### src/rtl/core/mfld_pkg.sv
package mfld_pkg;

  localparam int DISPLAY_WIDTH  = 128;
  localparam int DISPLAY_HEIGHT = 64;
  localparam int PAGE_COUNT     = (DISPLAY_HEIGHT + 7) / 8;
  localparam int STORE_SIZE     = DISPLAY_WIDTH * PAGE_COUNT;
  localparam int ADDR_W         = $clog2(STORE_SIZE);
  localparam int COORD_W        = 8;
  localparam int ACC_W          = COORD_W + 4;
  localparam int QUEUE_DEPTH    = 2;
  localparam int QPTR_W         = (QUEUE_DEPTH > 1) ? $clog2(QUEUE_DEPTH) : 1;

  localparam logic [2:0] CMD_LINE  = 3'd0;
  localparam logic [2:0] CMD_RECT  = 3'd1;
  localparam logic [2:0] CMD_FILL  = 3'd2;
  localparam logic [2:0] CMD_CLEAR = 3'd3;
  localparam logic [2:0] CMD_READ  = 3'd4;

  typedef enum logic [2:0] {
    KIND_LINE,
    KIND_RECT,
    KIND_FILL,
    KIND_CLEAR,
    KIND_READ,
    KIND_NOP
  } kind_t;

  typedef struct packed {
    kind_t              kind;
    logic [COORD_W-1:0] xs;
    logic [COORD_W-1:0] ys;
    logic [COORD_W-1:0] xe;
    logic [COORD_W-1:0] ye;
    logic [COORD_W-1:0] right;
    logic [COORD_W-1:0] bottom;
    logic [COORD_W-1:0] h;
    logic               color;
    logic [ADDR_W-1:0]  raddr;
  } cmd_t;

  typedef struct packed {
    logic [COORD_W-1:0] xa;
    logic [COORD_W-1:0] ya;
    logic [COORD_W-1:0] xb;
    logic [COORD_W-1:0] yb;
  } seg_t;

  typedef struct packed {
    logic               valid;
    logic               last;
    logic [COORD_W-1:0] x;
    logic [COORD_W-1:0] y;
  } pix_t;

endpackage

### src/rtl/core/mfld_front.sv
module mfld_front (
  input  logic                         cmd_valid,
  output logic                         cmd_stall,
  input  logic [2:0]                   command,
  input  logic [mfld_pkg::COORD_W-1:0] x_start,
  input  logic [mfld_pkg::COORD_W-1:0] y_start,
  input  logic [mfld_pkg::COORD_W-1:0] x_end,
  input  logic [mfld_pkg::COORD_W-1:0] y_end,
  input  logic [mfld_pkg::COORD_W-1:0] rect_width,
  input  logic [mfld_pkg::COORD_W-1:0] rect_height,
  input  logic                         color,
  input  logic [2:0]                   read_page,
  input  logic [6:0]                   read_column,
  input  logic                         q_full,
  input  logic                         init_busy,
  output logic                         push,
  output mfld_pkg::cmd_t               entry
);

  logic read_ok;

  assign cmd_stall = q_full || init_busy;
  assign push      = cmd_valid && !cmd_stall;
  assign read_ok   = (int'(read_page) < mfld_pkg::PAGE_COUNT) &&
                     (int'(read_column) < mfld_pkg::DISPLAY_WIDTH);

  always_comb begin
    entry.xs     = x_start;
    entry.ys     = y_start;
    entry.xe     = x_end;
    entry.ye     = y_end;
    entry.right  = x_start + rect_width + {mfld_pkg::COORD_W{1'b1}};
    entry.bottom = y_start + rect_height + {mfld_pkg::COORD_W{1'b1}};
    entry.h      = rect_height;
    entry.color  = color;
    entry.raddr  = mfld_pkg::ADDR_W'(int'(read_page) * mfld_pkg::DISPLAY_WIDTH
                                     + int'(read_column));
    unique case (command)
      mfld_pkg::CMD_LINE:  entry.kind = mfld_pkg::KIND_LINE;
      mfld_pkg::CMD_RECT:  entry.kind = mfld_pkg::KIND_RECT;
      mfld_pkg::CMD_FILL:  entry.kind = mfld_pkg::KIND_FILL;
      mfld_pkg::CMD_CLEAR: entry.kind = mfld_pkg::KIND_CLEAR;
      mfld_pkg::CMD_READ:  entry.kind = read_ok ? mfld_pkg::KIND_READ : mfld_pkg::KIND_NOP;
      default:             entry.kind = mfld_pkg::KIND_NOP;
    endcase
  end

endmodule

### config.mk
export PLATFORM = sky130hd
export DESIGN_NAME = mfld_front
export DESIGN_NICKNAME = d
export VERILOG_FILES = /design/src/rtl/core/mfld_pkg.sv /design/src/rtl/core/mfld_front.sv
export SDC_FILE = /design/constraint.sdc
export NUM_CORES = 1
export LEC_CHECK = 0
export ABC_CLOCK_PERIOD_IN_PS = 2700
export BUFFER_PORTS_ARGS = -buffer_cell sky130_fd_sc_hd__buf_2
export CAP_MARGIN = 20
export CORE_ASPECT_RATIO = 0.6
export CORE_UTILIZATION = 37
export DETAILED_ROUTE_END_ITERATION = 10
export GPL_ROUTABILITY_DRIVEN = 0
export GPL_TIMING_DRIVEN = 0
export PLACE_DENSITY = 0.84
export SYNTH_ARGS = -nofsm -noshare
export SYNTH_HDL_FRONTEND = slang
export SYNTH_SLANG_ARGS = --single-unit
### constraint.sdc
create_clock -name vclk -period 2.7
set_input_delay 0.405 -clock vclk [all_inputs]
set_output_delay 0.405 -clock vclk [all_outputs]
set_load 0.01 [all_outputs]
==> qor.yml <==
floorplanning:
  core_um2: 3300
  io_pins: 137
  rows: 16
  fp.dieW_um: 78.7
  initial_core_util_pct: 39.5
  dieHeight_um: 48
  die_area_um2: 3780
global_route:
  grt_pass1_vias: 987
  grt_max_degree: 6
  grt_usage_pct: 12.6
  grt_remaining_overflow: 0
  grt_pass1_wl_mm: 3.90
  antenna_found_initial: 0
timing:
  setup_slack_ns: 0.139
  fmax_mhz: 390
  max_slew_margin_pct: 84.8
  finalHoldViolCount: 0
  final.setup.tns_ns: 0
  hold_ws_ns: 0.993
  period_share_pct: 94.9
  finalCriticalPeriod_ns: 2.56
  drv_slew: 0
  setup_viol: 0
  tightestPinTransition_ns: 0.228
  rsz0062_at_grt: "yes"
setup_path:
  critPathArrivalTime_ns: 2.16
  critPathRequiredTime_ns: 2.30
  crit_type: "primary input to output pin"
  critPathLaunchType: "primary input"
  worstPathMaxFanout: 2
  endpoint_kind: "output pin"
final_layout:
  fin_util_pct: 58.0
  synthToLayoutAreaGrowth_pct: 46.9
  final_nets: 392
  drive_gt1_share_pct: 56.9
  clockBufferCount: 0
  seqCellArea_um2: 0
  seq_cells: 0
  design_area_um2: 1920
  fillers: 307
  insertedDiodeCount: 0
power:
  ir_drop_v: 0.000154
  leakagePower_nw: 1.28
  p_per_area_nw_per_um2: 248
synth:
  synth_cell_types: 19
  synth_top_cell_by_area: "buf_4"
  seq_area_frac_synth_pct: 0
  synth_area_leaders: "buf_4 29%, ha_1 25%, inv_1 18%, xnor2_1 8.1%, fa_1 3.1%"
  avgSynthCellArea_um2: 6.98
  syn_inst: 187
  ys_warn_count: 0
  synth_top_cell_area_share_pct: 29.3
  syn_area_um2: 1310
  syn_nets: 280
route:
  wl_per_cell_um: 7.84
  final_antenna_net_count: 0
  post-route-drc-count: 0
  dr.pass1.iters: 3
  drtIter0Drc: 12
  avgViaCountPerCell: 3.91
  wirelength_mm: 2.68
  vias: 1337
placed_design:
  placed_area_um2: 1910
  io_buffers: 110
  hpwl_mm: 2.59
  place_ws_ns: 0.0621
job:
  maxCapViolCount: 0
run_status:
  status: "completed"
hold_path:
  min_path_type: "primary input to output pin"
## path summary, 6_finish.rpt
check	from	to	slack [ns]	depth (start not counted)
worst max-delay path	x_start[1]	entry[34]	0.14	12
worst min-delay path	read_column[5]	entry[5]	0.99	2
## worst max-delay path, stage by stage
cell,delay (ns)
buf_2,0.09
inv_1,0.04
ha_1,0.28
inv_1,0.06
ha_1,0.16
inv_1,0.06
fa_2,0.37
nor2b_4,0.13
o31a_1,0.18
o22ai_2,0.10
xnor2_1,0.15
buf_2,0.15
## layer usage
layer  GRT usage, %  routed length [µm]  vias up
li1               -                   -      718
met1           17.6                1160      563
met2           23.5                1340       56
met3          0.571                 185        0
met4              0                   0        0
met5              0                   0        -
## what timing repair did
action                                  4_1_cts  5_1_grt
hold buffers                                  0        0
endpoints found under the setup margin        0        2
resized for setup                             0        2
setup buffers                                 0        0
## cells by family (layout without fill, tap and decap cells)
kind of cell    Yosys count  after routing  share of synthesized area, %
buf+inv                 113            223                          47.2
xor+xnor                 12             12                          8.05
fa+ha+maj                28             28                          28.0
compound gates           17             17                          9.20
simple gates             17             17                          7.57
## cell usage after synthesis
master / number
a21oi_1: 6
clkbuf_1: 1
or2_1: 1
nand2_1: 4
nor2b_1: 3
o22ai_2: 2
fa_1: 2
inv_1: 61
o21a_1: 2
o211ai_1: 2
or2_2: 2
buf_4: 51
o21ai_0: 2
nor2_1: 5
o31a_1: 2
ha_1: 26
xnor2_1: 12
nor2b_4: 2
a21o_1: 1
## layout by cell type (no fill, tap or decap)
cell type and count:
buf_2 110, inv_1 61, buf_4 51, ha_1 26
xnor2_1 12, a21oi_1 6, nor2_1 5, nand2_1 4
nor2b_1 3, nor2b_4 2, o21a_1 2, o31a_1 2
o22ai_2 2, o211ai_1 2, o21ai_0 2, or2_2 2
fa_2 2, or2_1 1, a21o_1 1, clkbuf_1 1
## where the power goes
group	internal, W	switching (W)	total, W
combinational	0.000249	0.000227	0.000475
clock	0	0	0
sequential	0	0	0
total	0.000249	0.000227	0.000475
## metrics by stage
stage | power (W) | instances
final | 0.000475 | 342
after CTS | 0.000479 | 342
after floorplan | 0.000316 | 187
after global placement | 0.000467 | 342
after global routing | 0.000535 | 342
after detailed placement | 0.000477 | 342
## cell type report
type,count,area [µm²],area share [%]
inverters,61,229,11.9
multi-input cells,74,694,36.2
well taps,45,56.3,2.94
plain buffers,52,387,20.2
repair buffers,110,551,28.7
No activity file was read; power rests on OpenSTA's default activity.
