### src/rtl/core/mfld_pkg.sv
package mfld_pkg;

  localparam int DISPLAY_WIDTH  = 128;
  localparam int DISPLAY_HEIGHT = 64;
  localparam int PAGE_COUNT     = (DISPLAY_HEIGHT + 7) / 8;
  localparam int STORE_SIZE     = DISPLAY_WIDTH * PAGE_COUNT;
  localparam int ADDR_W         = $clog2(STORE_SIZE);
  localparam int COORD_W        = 8;
  localparam int ACC_W          = COORD_W + 4;
  localparam int QUEUE_DEPTH    = 2;
  localparam int QPTR_W         = (QUEUE_DEPTH > 1) ? $clog2(QUEUE_DEPTH) : 1;

  localparam logic [2:0] CMD_LINE  = 3'd0;
  localparam logic [2:0] CMD_RECT  = 3'd1;
  localparam logic [2:0] CMD_FILL  = 3'd2;
  localparam logic [2:0] CMD_CLEAR = 3'd3;
  localparam logic [2:0] CMD_READ  = 3'd4;

  typedef enum logic [2:0] {
    KIND_LINE,
    KIND_RECT,
    KIND_FILL,
    KIND_CLEAR,
    KIND_READ,
    KIND_NOP
  } kind_t;

  typedef struct packed {
    kind_t              kind;
    logic [COORD_W-1:0] xs;
    logic [COORD_W-1:0] ys;
    logic [COORD_W-1:0] xe;
    logic [COORD_W-1:0] ye;
    logic [COORD_W-1:0] right;
    logic [COORD_W-1:0] bottom;
    logic [COORD_W-1:0] h;
    logic               color;
    logic [ADDR_W-1:0]  raddr;
  } cmd_t;

  typedef struct packed {
    logic [COORD_W-1:0] xa;
    logic [COORD_W-1:0] ya;
    logic [COORD_W-1:0] xb;
    logic [COORD_W-1:0] yb;
  } seg_t;

  typedef struct packed {
    logic               valid;
    logic               last;
    logic [COORD_W-1:0] x;
    logic [COORD_W-1:0] y;
  } pix_t;

endpackage

### src/rtl/core/mfld_queue.sv
module mfld_queue (
  input  logic          clk,
  input  logic          rst,
  input  logic          push,
  input  mfld_pkg::cmd_t din,
  input  logic          pop,
  output mfld_pkg::cmd_t dout,
  output logic          full,
  output logic          empty
);

  mfld_pkg::cmd_t entries [mfld_pkg::QUEUE_DEPTH];
  logic [mfld_pkg::QPTR_W-1:0] wr_ptr;
  logic [mfld_pkg::QPTR_W-1:0] rd_ptr;
  logic [mfld_pkg::QPTR_W:0]   count;

  localparam logic [mfld_pkg::QPTR_W-1:0] PTR_LAST =
    mfld_pkg::QPTR_W'(mfld_pkg::QUEUE_DEPTH - 1);
  localparam logic [mfld_pkg::QPTR_W:0] COUNT_FULL =
    (mfld_pkg::QPTR_W + 1)'(mfld_pkg::QUEUE_DEPTH);

  assign full  = (count == COUNT_FULL);
  assign empty = (count == '0);
  assign dout  = entries[rd_ptr];

  always_ff @(posedge clk) begin
    if (push) begin
      entries[wr_ptr] <= din;
    end
  end

  always_ff @(posedge clk) begin
    if (rst) begin
      wr_ptr <= '0;
      rd_ptr <= '0;
      count  <= '0;
    end else begin
      if (push) begin
        wr_ptr <= (wr_ptr == PTR_LAST) ? '0 : wr_ptr + 1'b1;
      end
      if (pop) begin
        rd_ptr <= (rd_ptr == PTR_LAST) ? '0 : rd_ptr + 1'b1;
      end
      if (push && !pop) begin
        count <= count + 1'b1;
      end else if (pop && !push) begin
        count <= count - 1'b1;
      end
    end
  end

endmodule

### config.mk
export PLATFORM = sky130hd
export DESIGN_NAME = mfld_queue
export DESIGN_NICKNAME = d
export VERILOG_FILES = /design/src/rtl/core/mfld_pkg.sv /design/src/rtl/core/mfld_queue.sv
export SDC_FILE = /design/constraint.sdc
export NUM_CORES = 1
export LEC_CHECK = 0
export BUFFER_PORTS_ARGS = -buffer_cell sky130_fd_sc_hd__clkbuf_2
export CAP_MARGIN = 20
export CORE_ASPECT_RATIO = 0.8
export CORE_UTILIZATION = 40
export CTS_BUF_LIST = sky130_fd_sc_hd__clkbuf_4
export DETAILED_ROUTE_END_ITERATION = 7
export HOLD_SLACK_MARGIN = 0.1
export PLACE_DENSITY_LB_ADDON = 0.1
export SLEW_MARGIN = 40
export SYNTH_ARGS = -nofsm -noshare
export SYNTH_HDL_FRONTEND = slang
export SYNTH_SLANG_ARGS = --single-unit
### constraint.sdc
create_clock -name clk -period 13.5 [get_ports clk]
set_input_delay 2.7 -clock clk [delete_from_list [all_inputs] [get_ports clk]]
set_output_delay 2.7 -clock clk [all_outputs]
set_load 0.05 [all_outputs]
==> results by group <==
Final layout
  – Layout Nets: around 480
  – Layout cell share with drive strength beyond 1: ~61%
  – Final Util: roughly half
  – Layout fillers: between 1,000 and 1,500
  – Area Growth Syn to Fin: 23.7%
  – Ant diodes: 0

Clock tree
  – CTS-repair resized insts: 0
  – Maximum buffer depth of the clock tree: 2
  – # hold bufs at CTS: 0
  – Clk pin slew, worst setup/hold paths: 0.11 ns
  – TritonCTS clock tree: done
  – Worst skew pair latency: 0.51 ns
  – Number of buffers inserted during clock tree synthesis: 17
  – # H-tree levels: 4
  – Total clock sinks: between 100 and 150
  – Clock tree root driver cell: clkbuf_4
  – Post-CTS Setup Repair Bufs: 0

Route
  – Post-DRT Antenna Nets: 0
  – Wirelength per Cell: ~16 um
  – Vias per cell: ~4.6
  – Routed WL: about 9300 um
  – Vias: 2,708
  – 1st-iter DRT viols: roughly 120
  – Drc violations: 0
  – Pre-antenna DRT Iters: 4

Power and ir drop
  – Leak: roughly 2.5 nW
  – Worst vdd rail ir drop: between 0.00009 and 0.0001 V
  – Power Dens Cells: ~150 mW/mm^2
  – Cell Int Power: between 0.7 and 0.8 mW
  – Clock power frac: 28.9%
  – Switch share: 28.1%
  – Switching pwr: between 0.2 and 0.3 mW
  – Seq pwr share: about 53%
  – Comb pwr share: between 10% and 20%

Timing
  – Final Hold Viols: 0
  – Fin crit share: a little over a third
  – Min Tclk post-route: ~4.8 ns
  – Final Max Tran Viols: 0
  – RSZ-0062 raised after global routing: false
  – Post-route setup TNS: 0 ns
  – Setup Viol. Count Final: 0
  – Fmax: ~0.21 GHz
  – Worst Clk Skew: 0.0134 ns
  – Max-slew headroom: 53.3%
  – Worst-Margin Slew: between 0.7 and 0.8 ns

Setup path
  – CP max FO: 40
  – Crit Reg-Reg Startpoint: wr_ptr
  – CP Capture Type: primary output
  – CP required: ~11 ns
  – CP Launch Type: flip-flop
  – Crit path kind: flip-flop to primary output
  – R2R Path End: entries[1][53]
  – R2R cell count: 3
  – Reg2Reg Setup Slack: ~12 ns
  – WP data arrival: about 2.1 ns

Hold path
  – Hold Crit Class: flip-flop to flip-flop
  – HP Start: count[1]
  – WHS Path Cells: 2
  – Hold endpoint: count[1]

Synthesis
  – Register area share after synthesis: 81.5%
  – Warnings, synthesis: 0
  – Post-Synthesis Net Count: 315
  – #FFs+latches synth: around 150
  – Post-synth top area cell: edfxtp_1
  – Post-synthesis cell count: 240
  – Mean post-synth cell area: ~22 um^2
  – Yosys top cell area share: between 70% and 80%
  – Post-Syn Area: approximately 0.0053 mm^2
  – Top cells by area, synth: edfxtp_1 80%, mux2_2 15%, dfxtp_1 1.9%
  – Netlist cell types: 16

Job
  – Max_cap viols: 0

Floorplan
  – Initial core utilization: 41.1%
  – Cell Rows: 37
  – DIE AREA: approximately 0.014 mm^2
  – I/O pin cnt: roughly 150
  – Die Y-Extent: between 100 and 150 um
  – DIE WIDTH: ~130 um
  – Core area: ~0.013 mm^2

Place
  – RD Place Congestion: 0.655
  – Number of I/O port buffers: between 100 and 150
  – DP Wirelength: between 5000 and 6000 um

Global route
  – First-pass GRT wire length: 14,100 um
  – Initial antenna violation count: 0
  – Total gr overflow: 0
  – GRT Overall Usage: 14.3%
  – Largest net degree at the start of global routing: 71
  – Vias in the first global route: 2,812

Run status
  – Status: finished, final reports clean
## how the worst max path moves through the flow
stage	start	endpoint	slack, ns	depth (start not counted)
6_report	flip-flop	dout[18]	8.71	3
4_1_cts	flip-flop	dout[18]	8.59	3
5_1_grt	flip-flop	dout[18]	8.52	3
3_3_place_gp	flip-flop	dout[18]	9.09	2
3_5_place_dp	flip-flop	dout[18]	9.21	3
2_1_floorplan	push	entries[0][0]	7.22	1
## cell type report
cell class | count | area [um^2] | share of cell area [%]
Sequential cell | 145 | 4310 | 65.9
Multi-Input combinational cell | 86 | 902 | 13.8
Timing Repair Buffer | 149 | 797 | 12.2
Tap cell | 175 | 219 | 3.35
Clock inverter | 14 | 170 | 2.60
Clock buffer | 18 | 135 | 2.07
Inverter | 1 | 3.75 | 0.0574
## worst max-delay path, stage by stage, from the launching register on
cell and delay, ns:
dfxtp_4 0.64, buf_12 0.30, mux2_2 0.38, clkbuf_2 0.24
## synth_stat cells
cell / count
a21oi_1: 1
and2_1: 1
and2b_2: 1
buf_2: 1
buf_6: 7
dfxtp_1: 5
edfxtp_1: 140
ha_1: 1
inv_1: 1
mux2_2: 70
nor2_1: 5
nor2b_1: 1
o21ai_0: 1
or3_1: 1
xnor2_1: 2
xor2_1: 2
## stage by stage
step | area (um^2) | power [mW] | setup WS (ns) | cells | hold slack, ns
6_report | 6540 | 1.00 | 8.71 | 588 | 0.524
5_1_grt | 6540 | 1.05 | 8.52 | 588 | 0.547
4_1_cts | 6540 | 1.02 | 8.59 | 588 | 0.523
3_5_place_dp | 6230 | 0.726 | 9.21 | 556 | 0.498
3_3_place_gp | 6170 | 0.721 | 9.09 | 553 | 0.487
2_1_floorplan | 5280 | 0.681 | 7.22 | 240 | 0.461
## routing by layer
layer	wire length, um	global-route usage, %
met4	76	5.42
met2	4260	21.5
met5	0	0
met1	4050	17.0
met3	958	8.09
## flip-flops by register name (all words and copies together), names as in the netlist, named ones only
register and flops:
entries 140, wr_ptr 1, rd_ptr 1, count 2
## layout by cell type (no fill, tap or decap)
| cell type | n |
|---|---|
| buf_6 | 1 |
| dfxtp_1 | 4 |
| o21ai_0 | 1 |
| clkbuf_2 | 145 |
| clkinv_2 | 4 |
| edfxtp_1 | 140 |
| mux2_2 | 70 |
| or3_1 | 1 |
| nor2_1 | 5 |
| bufinv_16 | 4 |
| clkinv_1 | 4 |
| buf_12 | 3 |
| and2b_2 | 1 |
| a21oi_1 | 1 |
| and2_4 | 1 |
| xor2_1 | 2 |
| dfxtp_4 | 1 |
| clkbuf_4 | 18 |
| ha_1 | 1 |
| clkinvlp_4 | 2 |
| nor2b_4 | 1 |
| inv_1 | 1 |
| xnor2_1 | 2 |
## power by group through the flow
stage,clock network (mW),logic [mW],registers (mW)
2_1_floorplan,0,0.140,0.541
4_1_cts,0.300,0.182,0.535
6_report,0.290,0.179,0.534
5_1_grt,0.320,0.189,0.537
3_5_place_dp,0,0.181,0.545
3_3_place_gp,0,0.172,0.549
## cell families (layout without fill, tap and decap cells)
| family | count (synthesis) | count (layout) | synth area share [%] |
|---|---|---|---|
| DFF | 145 | 145 | 81.5 |
| muxes | 70 | 70 | 14.9 |
| and+or+nand+nor | 9 | 9 | 0.876 |
| buffers and inverters | 9 | 182 | 1.66 |
| xor gates and xnor gates | 4 | 4 | 0.663 |
| AOI/OAI and AO/OA | 2 | 2 | 0.189 |
| adders and majority gates | 1 | 1 | 0.237 |
(Power assumes the default switching activity.)
